### src/rtl/core/ptd_pkg.sv
// Shared constants, codes and control structs of the periodic task dispatcher.
package ptd_pkg;

  // Table geometry.
  localparam int NUM_SLOTS = 16;
  localparam int SLOT_W    = (NUM_SLOTS > 1) ? $clog2(NUM_SLOTS) : 1;

  // Field widths.
  localparam int OPCODE_W = 3;
  localparam int INDEX_W  = 4;
  localparam int PERIOD_W = 16;
  localparam int STATUS_W = 2;
  localparam int COUNT_W  = 16;

  // Stream bus widths.
  localparam int IN_DATA_W  = 24;
  localparam int IN_USER_W  = OPCODE_W;
  localparam int OUT_DATA_W = 24;
  localparam int OUT_USER_W = 1;

  localparam logic [COUNT_W-1:0] WRAP_RESET = 16'd60000;

  // Operation codes.
  localparam logic [OPCODE_W-1:0] OP_TICK    = 3'd0;
  localparam logic [OPCODE_W-1:0] OP_CREATE  = 3'd1;
  localparam logic [OPCODE_W-1:0] OP_SUSPEND = 3'd2;
  localparam logic [OPCODE_W-1:0] OP_RESUME  = 3'd3;
  localparam logic [OPCODE_W-1:0] OP_DELETE  = 3'd4;

  // Status codes.
  localparam logic [STATUS_W-1:0] ST_OK       = 2'd0;
  localparam logic [STATUS_W-1:0] ST_OCCUPIED = 2'd1;
  localparam logic [STATUS_W-1:0] ST_RANGE    = 2'd2;

  // Commands from the controller to the datapath.
  typedef struct packed {
    logic load;         // capture the accepted input item
    logic apply_edit;   // edit the slot table and send the status item
    logic tick_start;   // advance the tick counter, clear the scan state
    logic div_start;    // start the remainder unit on the current slot
    logic pend_set;     // hold the current slot as the pending fired item
    logic push_pend;    // send the pending fired item, not last
    logic push_final;   // send the closing item of a tick
    logic idx_inc;      // move the scan to the next slot
  } ptd_cmd_t;

  // Status from the datapath to the controller.
  typedef struct packed {
    logic is_tick;
    logic eligible;
    logic div_done;
    logic rem_zero;
    logic pend_valid;
    logic idx_last;
    logic out_free;
  } ptd_stat_t;

endpackage

### src/rtl/core/ptd_div.sv
// Iterative remainder unit: one quotient bit per cycle, restoring form.
module ptd_div (
  input  logic                         clk,
  input  logic                         rst,
  input  logic                         start,
  input  logic [ptd_pkg::COUNT_W-1:0]  dividend,
  input  logic [ptd_pkg::PERIOD_W-1:0] divisor,
  output logic                         done,
  output logic                         rem_zero
);
  import ptd_pkg::*;

  localparam int STEP_W = $clog2(COUNT_W);

  logic                busy;
  logic [STEP_W-1:0]   step;
  logic [COUNT_W-1:0]  shift;
  logic [PERIOD_W-1:0] dvs;
  logic [PERIOD_W-1:0] rem;
  logic [PERIOD_W:0]   trial;

  assign trial    = {rem, shift[COUNT_W-1]};
  assign rem_zero = (rem == '0);

  always_ff @(posedge clk) begin
    if (rst) begin
      busy <= 1'b0;
      done <= 1'b0;
    end else begin
      done <= busy && (step == STEP_W'(COUNT_W - 1));
      if (start) begin
        busy <= 1'b1;
      end else if (busy && (step == STEP_W'(COUNT_W - 1))) begin
        busy <= 1'b0;
      end
    end
  end

  always_ff @(posedge clk) begin
    if (start) begin
      step  <= '0;
      shift <= dividend;
      dvs   <= divisor;
      rem   <= '0;
    end else if (busy) begin
      step  <= step + STEP_W'(1);
      shift <= {shift[COUNT_W-2:0], 1'b0};
      if (trial >= {1'b0, dvs}) begin
        rem <= PERIOD_W'(trial - {1'b0, dvs});
      end else begin
        rem <= trial[PERIOD_W-1:0];
      end
    end
  end

endmodule

### src/rtl/core/ptd_datapath.sv
// Datapath: slot table, tick counter, scan index, pending result and output register.
module ptd_datapath (
  input  logic                           clk,
  input  logic                           rst,
  input  ptd_pkg::ptd_cmd_t              cmd,
  output ptd_pkg::ptd_stat_t             stat,
  input  logic                           cfg_we,
  input  logic [ptd_pkg::COUNT_W-1:0]    cfg_wdata,
  input  logic [ptd_pkg::IN_DATA_W-1:0]  s_tdata,
  input  logic [ptd_pkg::IN_USER_W-1:0]  s_tuser,
  output logic                           m_tvalid,
  input  logic                           m_tready,
  output logic [ptd_pkg::OUT_DATA_W-1:0] m_tdata,
  output logic [ptd_pkg::OUT_USER_W-1:0] m_tuser,
  output logic                           m_tlast
);
  import ptd_pkg::*;

  logic [PERIOD_W-1:0] slot_period [NUM_SLOTS];
  logic [NUM_SLOTS-1:0] slot_present;
  logic [NUM_SLOTS-1:0] slot_resumed;
  logic [COUNT_W-1:0]  tick_counter;
  logic [COUNT_W-1:0]  tick_wrap;
  logic [COUNT_W-1:0]  tick_cnt;

  // Captured input item.
  logic [OPCODE_W-1:0] op;
  logic [INDEX_W-1:0]  op_slot;
  logic [PERIOD_W-1:0] op_period;
  logic                op_handler;

  logic [SLOT_W-1:0]   scan_idx;
  logic [SLOT_W-1:0]   pend_slot;
  logic                pend_valid;

  logic                in_range;
  logic [SLOT_W-1:0]   tbl_idx;
  logic [STATUS_W-1:0] edit_status;
  logic [PERIOD_W-1:0] scan_period;
  logic [COUNT_W-1:0]  cnt_inc;
  logic                out_free;
  logic                div_done;
  logic                rem_zero;

  assign in_range    = ({1'b0, op_slot} < (INDEX_W + 1)'(NUM_SLOTS));
  assign tbl_idx     = op_slot[SLOT_W-1:0];
  assign scan_period = slot_period[scan_idx];
  assign cnt_inc     = tick_counter + COUNT_W'(1);
  assign out_free    = !m_tvalid || m_tready;

  always_comb begin
    edit_status = ST_OK;
    if (op == OP_CREATE || op == OP_SUSPEND || op == OP_RESUME || op == OP_DELETE) begin
      if (!in_range) begin
        edit_status = ST_RANGE;
      end else if (op == OP_CREATE && slot_present[tbl_idx]) begin
        edit_status = ST_OCCUPIED;
      end
    end
  end

  assign stat.is_tick    = (op == OP_TICK);
  assign stat.eligible   = slot_present[scan_idx] && slot_resumed[scan_idx] &&
                           (scan_period != '0);
  assign stat.div_done   = div_done;
  assign stat.rem_zero   = rem_zero;
  assign stat.pend_valid = pend_valid;
  assign stat.idx_last   = (scan_idx == SLOT_W'(NUM_SLOTS - 1));
  assign stat.out_free   = out_free;

  ptd_div u_div (
    .clk      (clk),
    .rst      (rst),
    .start    (cmd.div_start),
    .dividend (tick_cnt),
    .divisor  (scan_period),
    .done     (div_done),
    .rem_zero (rem_zero)
  );

  // Input capture.
  always_ff @(posedge clk) begin
    if (cmd.load) begin
      op         <= s_tuser;
      op_slot    <= s_tdata[INDEX_W-1:0];
      op_period  <= s_tdata[INDEX_W +: PERIOD_W];
      op_handler <= s_tdata[INDEX_W + PERIOD_W];
    end
  end

  // Configuration register and tick counter.
  always_ff @(posedge clk) begin
    if (rst) begin
      tick_wrap    <= WRAP_RESET;
      tick_counter <= '0;
    end else begin
      if (cfg_we) begin
        tick_wrap <= cfg_wdata;
      end
      if (cmd.tick_start) begin
        tick_counter <= (cnt_inc == tick_wrap) ? '0 : cnt_inc;
      end
    end
  end

  always_ff @(posedge clk) begin
    if (cmd.tick_start) begin
      tick_cnt <= cnt_inc;
    end
  end

  // Slot table edits.
  always_ff @(posedge clk) begin
    if (rst) begin
      slot_present <= '0;
      slot_resumed <= '0;
      for (int i = 0; i < NUM_SLOTS; i++) begin
        slot_period[i] <= '0;
      end
    end else if (cmd.apply_edit && in_range) begin
      case (op)
        OP_CREATE: begin
          if (!slot_present[tbl_idx]) begin
            slot_period[tbl_idx]  <= op_period;
            slot_present[tbl_idx] <= op_handler;
            slot_resumed[tbl_idx] <= 1'b1;
          end
        end
        OP_SUSPEND: slot_resumed[tbl_idx] <= 1'b0;
        OP_RESUME:  slot_resumed[tbl_idx] <= 1'b1;
        OP_DELETE:  slot_present[tbl_idx] <= 1'b0;
        default: ;
      endcase
    end
  end

  // Scan index and pending fired slot.
  always_ff @(posedge clk) begin
    if (rst) begin
      pend_valid <= 1'b0;
    end else if (cmd.tick_start) begin
      pend_valid <= 1'b0;
    end else if (cmd.pend_set) begin
      pend_valid <= 1'b1;
    end
  end

  always_ff @(posedge clk) begin
    if (cmd.tick_start) begin
      scan_idx <= '0;
    end else if (cmd.idx_inc) begin
      scan_idx <= scan_idx + SLOT_W'(1);
    end
    if (cmd.pend_set) begin
      pend_slot <= scan_idx;
    end
  end

  // Output register. tdata: fired_slot, status, tick_count from bit 0 up.
  always_ff @(posedge clk) begin
    if (rst) begin
      m_tvalid <= 1'b0;
    end else if (cmd.apply_edit || cmd.push_pend || cmd.push_final) begin
      m_tvalid <= 1'b1;
    end else if (m_tready) begin
      m_tvalid <= 1'b0;
    end
  end

  always_ff @(posedge clk) begin
    if (cmd.apply_edit) begin
      m_tuser <= 1'b0;
      m_tlast <= 1'b1;
      m_tdata <= OUT_DATA_W'({COUNT_W'(0), edit_status, INDEX_W'(0)});
    end else if (cmd.push_pend || cmd.push_final) begin
      m_tuser <= pend_valid;
      m_tlast <= cmd.push_final;
      m_tdata <= OUT_DATA_W'({tick_cnt, ST_OK,
                              pend_valid ? INDEX_W'(pend_slot) : INDEX_W'(0)});
    end
  end

endmodule

### src/rtl/core/ptd_ctrl.sv
// Controller state machine: sequences table edits and the slot scan of a tick.
module ptd_ctrl (
  input  logic               clk,
  input  logic               rst,
  input  logic               s_tvalid,
  output logic               s_tready,
  output ptd_pkg::ptd_cmd_t  cmd,
  input  ptd_pkg::ptd_stat_t stat
);
  import ptd_pkg::*;

  localparam logic [2:0] S_IDLE  = 3'd0;
  localparam logic [2:0] S_EDIT  = 3'd1;
  localparam logic [2:0] S_TICK  = 3'd2;
  localparam logic [2:0] S_CHECK = 3'd3;
  localparam logic [2:0] S_DIV   = 3'd4;
  localparam logic [2:0] S_HIT   = 3'd5;
  localparam logic [2:0] S_NEXT  = 3'd6;
  localparam logic [2:0] S_FIN   = 3'd7;

  logic [2:0] state;
  logic [2:0] state_next;

  always_ff @(posedge clk) begin
    if (rst) begin
      state <= S_IDLE;
    end else begin
      state <= state_next;
    end
  end

  always_comb begin
    state_next = state;
    cmd        = '0;
    s_tready   = 1'b0;
    unique case (state)
      S_IDLE: begin
        s_tready = 1'b1;
        if (s_tvalid) begin
          cmd.load   = 1'b1;
          state_next = S_EDIT;
        end
      end
      S_EDIT: begin
        if (stat.is_tick) begin
          state_next = S_TICK;
        end else if (stat.out_free) begin
          cmd.apply_edit = 1'b1;
          state_next     = S_IDLE;
        end
      end
      S_TICK: begin
        cmd.tick_start = 1'b1;
        state_next     = S_CHECK;
      end
      S_CHECK: begin
        if (stat.eligible) begin
          cmd.div_start = 1'b1;
          state_next    = S_DIV;
        end else begin
          state_next = S_NEXT;
        end
      end
      S_DIV: begin
        if (stat.div_done) begin
          state_next = stat.rem_zero ? S_HIT : S_NEXT;
        end
      end
      S_HIT: begin
        if (!stat.pend_valid || stat.out_free) begin
          cmd.push_pend = stat.pend_valid;
          cmd.pend_set  = 1'b1;
          state_next    = S_NEXT;
        end
      end
      S_NEXT: begin
        if (stat.idx_last) begin
          state_next = S_FIN;
        end else begin
          cmd.idx_inc = 1'b1;
          state_next  = S_CHECK;
        end
      end
      S_FIN: begin
        if (stat.out_free) begin
          cmd.push_final = 1'b1;
          state_next     = S_IDLE;
        end
      end
      default: state_next = S_IDLE;
    endcase
  end

endmodule

### src/rtl/core/periodic_task_dispatcher.sv
// Top level of the periodic task dispatcher: controller, datapath and ports.
//
//   Channel  Direction  Handshake           Contents
//   s_*      in         s_tvalid/s_tready   tuser opcode; tdata slot_index, period,
//                                           handler_present
//   m_*      out        m_tvalid/m_tready   tuser fired; tdata fired_slot, status,
//                                           tick_count; tlast last
//   cfg_*    in         cfg_we              tick_wrap write, no read-back
//
// One item is in work at a time. A create, suspend, resume or delete item
// is taken in S_IDLE; S_EDIT then loads its status item into the output
// register as soon as that register is free, and the block returns to
// S_IDLE for the next item. A tick walks all 16 slots in order; each slot
// that is present, resumed and has a nonzero period runs the bit-serial
// remainder unit, and the next item is taken once the final item is sent.
// A fired slot is held one step so that the final item of a tick can carry
// tlast. A stalled m_tready holds the scan when a result is ready to leave.
// Reset (rst, synchronous) empties the slot table, clears the tick counter
// and loads tick_wrap with 60000.
module periodic_task_dispatcher (
  input  logic                           clk,
  input  logic                           rst,
  // Configuration: tick_wrap.
  input  logic                           cfg_we,
  input  logic [ptd_pkg::COUNT_W-1:0]    cfg_wdata,
  // Input items.
  input  logic                           s_tvalid,
  output logic                           s_tready,
  // tdata: slot_index [3:0], period [19:4], handler_present [20], zero fill.
  input  logic [ptd_pkg::IN_DATA_W-1:0]  s_tdata,
  // tuser: opcode [2:0].
  input  logic [ptd_pkg::IN_USER_W-1:0]  s_tuser,
  // Result items.
  output logic                           m_tvalid,
  input  logic                           m_tready,
  // tdata: fired_slot [3:0], status [5:4], tick_count [21:6], zero fill.
  output logic [ptd_pkg::OUT_DATA_W-1:0] m_tdata,
  // tuser: fired [0].
  output logic [ptd_pkg::OUT_USER_W-1:0] m_tuser,
  output logic                           m_tlast
);
  import ptd_pkg::*;

  ptd_cmd_t  cmd;
  ptd_stat_t stat;

  // The controller sequences each item; it sees the datapath only through
  // the command and status structs.
  ptd_ctrl u_ctrl (
    .clk      (clk),
    .rst      (rst),
    .s_tvalid (s_tvalid),
    .s_tready (s_tready),
    .cmd      (cmd),
    .stat     (stat)
  );

  // The datapath holds the slot table, the counter, the remainder unit and
  // the output register that decouples result delivery from the scan.
  ptd_datapath u_dp (
    .clk       (clk),
    .rst       (rst),
    .cmd       (cmd),
    .stat      (stat),
    .cfg_we    (cfg_we),
    .cfg_wdata (cfg_wdata),
    .s_tdata   (s_tdata),
    .s_tuser   (s_tuser),
    .m_tvalid  (m_tvalid),
    .m_tready  (m_tready),
    .m_tdata   (m_tdata),
    .m_tuser   (m_tuser),
    .m_tlast   (m_tlast)
  );

endmodule

### config.mk
export PLATFORM = sky130hd
export DESIGN_NAME = periodic_task_dispatcher
export DESIGN_NICKNAME = d
export VERILOG_FILES = /design/src/rtl/core/ptd_pkg.sv /design/src/rtl/core/ptd_div.sv /design/src/rtl/core/ptd_datapath.sv /design/src/rtl/core/ptd_ctrl.sv /design/src/rtl/core/periodic_task_dispatcher.sv
export SDC_FILE = /design/constraint.sdc
export NUM_CORES = 1
export LEC_CHECK = 0
export BUFFER_PORTS_ARGS = -buffer_cell sky130_fd_sc_hd__buf_2
export CAP_MARGIN = 20
export CORE_AREA = 2 2 233 235
export CTS_CLUSTER_SIZE = 20
export DETAILED_ROUTE_END_ITERATION = 10
export DIE_AREA = 0 0 235 237
export PLACE_DENSITY = 0.52
export SLEW_MARGIN = 20
export SYNTH_ARGS = -nofsm -noshare
export SYNTH_HDL_FRONTEND = slang
export SYNTH_SLANG_ARGS = --single-unit
### constraint.sdc
create_clock -name clk -period 7.85 [get_ports clk]
set_clock_uncertainty 0.2 [all_clocks]
set_input_delay 1.57 -clock clk [delete_from_list [all_inputs] [get_ports clk]]
set_output_delay 1.57 -clock clk [all_outputs]
set_load 0.05 [all_outputs]
== Word-level counts from Yosys, hierarchy flattened ==
Memory sizes are Yosys's and may differ from the RTL's. A register that Yosys moved wholly into a read port is not among the register bits.
Index checks and enable logic that the tools add are counted.
Storage, ports and cells
  memories: 1
  flip-flop bits (word level): 195
  word-level logic and storage cells: 146
  memory bits (writable): 256
  input port bits: 48
Cells by class
  reductions and logical operators: 30
  muxes and demuxes: 61
  add/subtract/negate cells: 4
  magnitude comparators: 4
  bitwise logic cells: 4
  eq/ne operators: 18
Memories
  u_dp.slot_period: words 16, bits a word 16, rd ports 1, clocked after memory_dff 1, wr ports 16, RTL line ptd_datapath.sv:19  | logic [PERIOD_W-1:0] slot_period [NUM_SLOTS];
Operators with widths (count)
  2-to-1 mux 16 bit: 7
  one-hot mux 16 bit (3 select lines): 1
  bitwise AND 16 bit: 2
  one-hot mux 16 bit (2 select lines): 1
  2-to-1 mux 1 bit: 30
  one-hot mux 3 bit (8 select lines): 1
  2-to-1 mux 3 bit: 6
  greater-or-equal comparator 17 x 16 -> 1 bit: 1
  adder 16 x 1 -> 16 bit (second input constant): 1
  bitwise mux 16 bit: 1
  equality test 16 bit: 1
  zero test 16 bit: 1
  2-to-1 mux 4 bit: 4
  inverter 16 bit: 1
  bitwise OR 16 bit: 1
  nonzero test 16 bit: 1
  OR reduction 16 bit: 1
  subtractor 16 bit: 1
  equality test 3 bit (second input constant): 5
  binary-select mux 1 bit (select 4 bit): 3
  equality test 3 x 2 -> 1 bit (second input constant): 4
  2-to-1 mux 6 bit: 2
  less-than comparator 4 x 5 -> 1 bit (second input constant): 2
  nonzero test 2 bit: 5
  15 further kinds: 38

== Longest topological paths before layout ==
Gate-level depths: netlist (run 1).
  depth in word-level cells: 10
  mapped depth: 11
  depth with buffers taken out: 10

== By module ==
Synthesis (run 1) repeated with hierarchy kept, for this count alone.
Second synthesis, totals
  cell total of the unflattened synthesis: 1602
  area, all modules: 21005.1 um^2
By module, submodules not included
  ptd_datapath: cells an instance 1262, instances 1, area an instance 17576.9 um^2
  ptd_div: cells an instance 298, instances 1, area an instance 3109.2 um^2
  ptd_ctrl: cells an instance 42, instances 1, area an instance 319.1 um^2

== Worst setup path after synthesis (run 1) ==
OpenSTA, ideal clock, no wires.
  path type: input to register
  from: in m_tready
  to: mem u_dp.slot_period[15][0] (enable)
  setup time: 334 ps
  buffers on the path: 2
  data arrival time: 3575 ps
  cell stages on the path: 8
  setup slack: 3741 ps
  data required time: 7316 ps
  path through: nand2b_1 -> nand3_1 -> or3_1 -> or3_1 -> buf_6 -> buf_12 -> nor3_4 -> or2_2
RTL lines
  from (decl): RTL line periodic_task_dispatcher.sv:35  | input logic m_tready,
  to (decl): RTL line ptd_datapath.sv:19

==> key figures, run 1 <==
Outcome
  • Status: finished clean

Timing
  • Slew @ Worst Pin: between 1000 and 1500 ps
  • Final count of hold timing violations: 0
  • Relative slew slack: 27.8%
  • Max-slew violations: 0
  • Final hold slack: approximately 250 ps
  • Tmin final: about 4900 ps
  • RSZ-0062 raised after global routing: false
  • Total negative slack: 0 ps
  • Fin worst setup slack: roughly 2900 ps
  • Finish-stage setup viols: 0
  • Final period utilization: between 60% and 70%
  • Max Clk Rate: 203 MHz

Floorplanning
  • Die X: 235 um
  • Core area: roughly 53,000 um2
  • Rows: 85
  • Die Ht: 237 um
  • Io pins: between 70 and 80
  • Initial Util: just under 40%
  • Die footprint: 55,700 um2

Synth
  • Count of different cell masters after synthesis: 76
  • Post-Synth XOR/XNOR Area: 2.23%
  • Synth async-reset ratio: 0%
  • Register area share after synthesis: between 50 and 60%
  • EDFF count, synth: roughly 330
  • Yosys Warn Count: 0
  • Compound-gate portion of the synthesized area: under 10%
  • Adder-cell share of the synthesized area: under 10%
  • Synth Area in Simple Gates: around 17%
  • Area contributors post-synth: edfxtp_1 (47%), dfxtp_1 (11%), and2_1 (7.5%), mux4_2 (7.3%), nand2_1 (2.0%)
  • Mux cell area share after synthesis: a little under a tenth
  • Main synth FF type: edfxtp_1
  • Largest family of logic cells by synthesized area: simple AND/OR/NAND/NOR gates
  • Share of the synthesized area in the top cell type: 47.5%
  • Leading area contributor after synthesis: edfxtp_1
  • Synthesized area per cell: between 10 and 15 um2
  • Number of synthesized register bits: 454
  • Synth Cell Area: about 21,000 um2
  • Syn Inst Count: 1,638

Finish
  • Fraction of layout cells with a size suffix above 1: between 15 and 20%
  • Final Instance Area: between 20,000 and 25,000 um2
  • Most common cell after layout, fill and taps aside: edfxtp_1
  • Nets@finish: ~1,700
  • Ant. Diodes: 0
  • Area Overhead vs Synth: 11.9%
  • Final cell count without fillers: about 2,400
  • Fillers: ~4,800
  • Most frequent cells in the layout: edfxtp_1 (333), and2_1 (251), dfxtp_1 (120)

Job
  • Max-Cap Viols: 0

Power and ir drop
  • Pwr dens: between 200 and 250 nW/um2
  • Peak supply drop: between 0.15 and 0.2 mV
  • Leakage: roughly 8.6 nW

Clock tree
  • CTS Buf Count: 50
  • Clock-pin slew on the worst setup and hold paths: ~60 ps
  • Post-CTS Resized: 0
  • Clock sinks: 454
  • Htree depth: 2
  • Max clock buf depth: 3
  • Clock Latency Late Sink: 600 ps
  • CTS Hold Bufs: 0
  • TritonCTS clock tree: done
  • Setup bufs post-CTS: 0
  • Clock Tree Root: clkbuf_16

Global route
  • Grt total ovfl: 0
  • First-pass GRT wire length: ~78,000 um
  • Overall global routing resource usage: roughly 18%
  • Initial antenna violation count: 0
  • Vias in the first global route: 12,945
  • Largest net degree at the start of global routing: 70

Worst setup path
  • CP Launch Type: input port
  • Worst Path Max Fanout: 17
  • Type of the worst setup path: input port to register
  • Critical Path RT: 7860 ps
  • CP Capture Type: register
  • Crit path DAT: ~4900 ps

Placement
  • Inst Count DP: around 2,300
  • GP Congestion: a little under 0.9
  • Dpl hpwl: roughly 32,000 um
  • PortBufs: 69
  • Pre-CTS setup slack: 2210 ps
  • Placed cell area: between 20,000 and 25,000 um2

Routing
  • Drt initial violations: a little under 1,000
  • Drt drc: 0
  • First-pass DRT Iterations: 8
  • Via count: 12,847
  • Detail Route Antenna Nets: 0
  • Total wire length: 50,400 um
  • Vias per cell: about 5.4
  • Routed WL per cell: around 21 um

Hold path
  • Hold WC Path Type: register to register
worst max-delay path, cell delays in order:
cell and delay [ps]:
buf_2 90, nand2b_1 200, nand3_1 340, or3_1 490, or3_2 730, nor3_4 860, or2_2 620
Yosys cell counts, drive strengths merged, types with 4 or more instances:
cell type,number
edfxtp,333
and2,263
dfxtp,121
nand2,114
clkbuf,76
a21oi,74
mux4,71
nor2,67
a211oi,48
buf,34
a22oi,32
nor3,31
o21ai,31
inv,29
nand3,26
mux2i,23
xnor2,21
ha,19
or2,18
xor2,17
mux2,16
nand4,16
nor4,16
nor2b,13
nand2b,10
a21o,9
a32o,9
o21a,9
a31oi,8
and3,8
o211ai,8
or3,7
a311oi,5
and2b,5
o31ai,5
or2b,4
xnor3,4
path summary, 6_finish.rpt:
path	slack (ps)	cells past startpoint	endpoint	start
max	2930	7	u_dp.slot_period[10][15]$_SDFFCE_PN0P_	m_tready
min	250	2	u_dp.m_tdata[13]$_SDFFE_PP0P_	u_dp.m_tdata[13]$_SDFFE_PP0P_
max reg2reg	3130	5	u_dp.slot_period[10][15]$_SDFFCE_PN0P_	u_dp.op_slot[0]$_DFFE_PP_
min reg2reg	250	2	u_dp.m_tdata[13]$_SDFFE_PP0P_	u_dp.m_tdata[13]$_SDFFE_PP0P_
cells by family after synthesis:
family / Yosys count
compound gates: 256
xor+xnor: 44
fa+ha+maj: 20
buf+inv: 141
flops: 454
mux: 110
other cells: 1
simple gates: 612
layout make-up:
| class | instances | area [um2] | area share (%) |
|---|---|---|---|
| sequential | 454 | 12400 | 52.7 |
| multi-input combinational | 1045 | 8020 | 34.0 |
| clock buffer | 65 | 1390 | 5.90 |
| tap | 696 | 871 | 3.69 |
| timing repair buffer | 79 | 433 | 1.84 |
| clock inverter | 26 | 325 | 1.38 |
| inverter | 31 | 116 | 0.494 |
report_power, final:
| group | switching, W | total (W) | internal (W) | leakage (nW) |
|---|---|---|---|---|
| combinational | 0.000297 | 0.000483 | 0.000186 | 3.40 |
| clock | 0.000986 | 0.00244 | 0.00145 | 0.835 |
| sequential | 0.000149 | 0.00283 | 0.00269 | 4.34 |
| total | 0.00143 | 0.00575 | 0.00432 | 8.57 |
sequential cells by signal (all words and copies together), names as in the netlist, named ones only:
| signal | cells |
|---|---|
| u_dp.u_div.step | 4 |
| u_dp.u_div.rem | 16 |
| u_dp.m_tdata | 21 |
| u_dp.op_slot | 4 |
| u_dp.op | 3 |
| u_dp.pend_slot | 4 |
| u_dp.m_tlast | 1 |
| u_dp.slot_period | 256 |
| u_dp.u_div.shift | 16 |
| u_dp.pend_valid | 1 |
| u_dp.m_tuser | 1 |
| u_dp.tick_cnt | 16 |
| u_dp.tick_counter | 16 |
| u_dp.op_handler | 1 |
| u_dp.tick_wrap | 16 |
| u_dp.op_period | 16 |
| u_dp.m_tvalid | 1 |
| u_dp.u_div.busy | 1 |
| u_dp.u_div.dvs | 16 |
| u_dp.slot_present | 16 |
| u_dp.u_div.done | 1 |
| u_ctrl.state | 3 |
| u_dp.scan_idx | 4 |
metal layers:
layer	GRT usage (%)	routed length (um)
met3	2.89	2230
met4	5.37	1230
met1	24.3	22500
met2	30.2	24400
met5	0	0
per-stage QoR:
stage	utilization [%]	power (W)
2_1_floorplan	-	0.00319
3_3_place_gp	41.0	0.00337
3_5_place_dp	41.0	0.00338
4_1_cts	44.2	0.00583
5_1_grt	44.3	0.00597
6_report	44.3	0.00575
Power figures use the tool's default switching activity.
==> run 2: changes to the inputs <==
==> constraint.sdc (replaced) <==
create_clock -name clk -period 4.6 [get_ports clk]
set_clock_uncertainty 0.2 [all_clocks]
set_input_delay 0.92 -clock clk [delete_from_list [all_inputs] [get_ports clk]]
set_output_delay 0.92 -clock clk [all_outputs]
set_load 0.05 [all_outputs]
==> run 2 against run 1 <==
  * Global-route usage fell by 0.55 points
  * Combinational power increased by 73%
  * Via count about the same
  * Sequential power grew 70%
  * Final cell count grew 1.5%
  * Clock power up 66%
  * Setup slack worse by 2300 ps
  * Critical path depth increased by 4
  * Critical path type is now register to register
  * Largest cell class unchanged
  * Largest power group unchanged
==> key figures, run 2 (synthesized netlist as in run 1, its figures left out) <==
Clock tree
  • CTS Buf Count: 51 (+2.0%)
  • Clock sinks: 454 (unchanged)
  • Clock Latency Late Sink: 620 ps (+20 ps)
  • Setup bufs post-CTS: 0 (unchanged)
  • Post-CTS Resized: 0 (unchanged)
  • Clock Tree Root: clkbuf_16
  • CTS Hold Bufs: 0 (unchanged)
  • Clock-pin slew on the worst setup and hold paths: 60 ps (about the same)
  • Htree depth: 2 (unchanged)
  • TritonCTS clock tree: done
  • Max clock buf depth: 3 (unchanged)

Worst setup path
  • Cells along the critical path: buf_4, mux4_2, a22oi_1, nand2_1, nor4_1, nand4_1, nand4_1, buf_12, inv_2, buf_4, a311oi_1
  • Crit path DAT: 4270 ps (-660 ps)
  • Worst path bufs/invs: 4 (+3)
  • CP Capture Type: register
  • Type of the worst setup path: register to register
  • CP peak stage delay: 640 ps (-220 ps)
  • CP max-delay cell: dfxtp_4
  • CP delay by family, top: simple AND/OR/NAND/NOR gates
  • Worst Path Max Fanout: 32 (+15)
  • Critical Path RT: 4860 ps (-3000 ps)
  • CP Launch Type: register

Power and ir drop
  • Leakage: 8.73 nW (+1.8%)
  • Peak supply drop: 0.291 mV (+59%)
  • Pwr dens: 408 nW/um2 (+67%)

Placement
  • Placed cell area: 22,100 um2 (+1.2%)
  • Dpl hpwl: 33,400 um (+3.1%)
  • GP Congestion: 0.870 (-1.7%)
  • PortBufs: 69 (unchanged)

Routing
  • Detail Route Antenna Nets: 0 (unchanged)
  • Via count: 12,854 (+0.054%)
  • WL met2: 23,900 um (-2.2%)
  • Routed WL per cell: 20.0 um (-4.7%)
  • Met1 wire length: 22,100 um (-2.0%)
  • Vias per cell: 5.29 (-1.4%)
  • Total wire length: 48,700 um (-3.3%)
  • Metal3 WL: 1890 um (-15%)
  • First-pass DRT Iterations: 5 (-3)
  • Drt initial violations: 972 (-1.6%)
  • Drt drc: 0 (unchanged)
  • Highest routed metal layer: met4

Floorplanning
  • Io pins: 76 (unchanged)
  • Core area: 53,300 um2 (unchanged)
  • Initial Util: 39.5% (unchanged)
  • Die footprint: 55,700 um2 (unchanged)
  • Die X: 235 um (unchanged)
  • Die Ht: 237 um (unchanged)
  • Rows: 85 (unchanged)

Finish
  • Ant. Diodes: 0 (unchanged)
  • Most frequent cells in the layout: edfxtp_1 (333), and2_1 (251), dfxtp_1 (120)
  • Max FFs per register: 256 (unchanged)
  • Regs by FF count: u_dp.slot_period (256), u_dp.m_tdata (21)
  • Most common cell after layout, fill and taps aside: edfxtp_1
  • Biggest register: u_dp.slot_period
  • Nets@finish: 1,761 (+1.9%)
  • Final Instance Area: 23,800 um2 (+0.99%)
  • Fraction of layout cells with a size suffix above 1: 18.5% (+1.3 points)
  • Area Overhead vs Synth: 13.0%

Global route
  • Overall global routing resource usage: 17.5% (-0.55 points)
  • Vias in the first global route: 13,066 (+0.93%)
  • Initial antenna violation count: 1 (+1)
  • Largest net degree at the start of global routing: 69 (-1.4%)
  • Grt total ovfl: 0 (unchanged)
  • First-pass GRT wire length: 76,800 um (-1.1%)

Timing
  • RSZ-0062 raised after global routing: false
  • Max-slew violations: 0 (unchanged)
  • Finish-stage setup viols: 0 (unchanged)
  • Max Clk Rate: ~250 MHz
  • Final count of hold timing violations: 0 (unchanged)
  • Final period utilization: between 80 and 90%
  • Slew @ Worst Pin: 888 ps (-195 ps)
  • Tmin final: ~4000 ps
  • Total negative slack: 0 ps (unchanged)
  • Relative slew slack: 40.6% (+13 points)

Hold path
  • Hold WC Path Type: register to register

Outcome
  • Status: finished clean

Job
  • Max-Cap Viols: 0 (unchanged)
## run 2: tightest hold or removal path, stage by stage, from the launching register on
cell	delay [ps]
dfxtp_1	300
nand2_1	50
a21oi_1	50
## run 2: path summary, 6_finish.rpt
check,startpoint,depth (start not counted),slack [ps],to
hold reg to reg,u_dp.m_tdata[3]$_SDFFE_PP0P_,2,250,u_dp.m_tdata[3]$_SDFFE_PP0P_
hold / removal,u_dp.m_tdata[3]$_SDFFE_PP0P_,2,250,u_dp.m_tdata[3]$_SDFFE_PP0P_
setup reg to reg,register,11,590,u_dp.u_div.rem[9]$_SDFFE_PP0P_
setup / recovery,register,11,590,u_dp.u_div.rem[9]$_SDFFE_PP0P_
## run 2: area by class of cell
type                    instances  area, um2
clock buffers                  68       1400
repair buffers                110        703
fillers                      4788      29500
clock inverters                28        285
flip-flops and latches        454      12400
multi-input cells            1045       8010
inverters                      31        116
well taps                     696        871
## run 2: routing by layer
metal,GRT usage [%],vias up
li1,-,6170
met1,23.8,6351
met2,29.7,265
met3,2.46,68
met4,4.28,0
met5,0,-
## run 2: report_power, final
part	switching (W)	internal, W	total, W
clock network	0.00168	0.00237	0.00406
registers	0.000233	0.00458	0.00482
logic	0.000501	0.000336	0.000836
total	0.00242	0.00729	0.00971
## run 2: metrics by stage
step	hold slack [ps]	total power, W	setup slack, ps	util [%]	instances
global placement	241	0.00574	561	41.5	2336
detailed placement	244	0.00575	552	41.5	2336
global route	254	0.0101	251	44.7	2432
finish	245	0.00971	589	44.7	2432
CTS	236	0.00984	486	44.7	2432
floorplan	232	0.00544	1140	-	1640
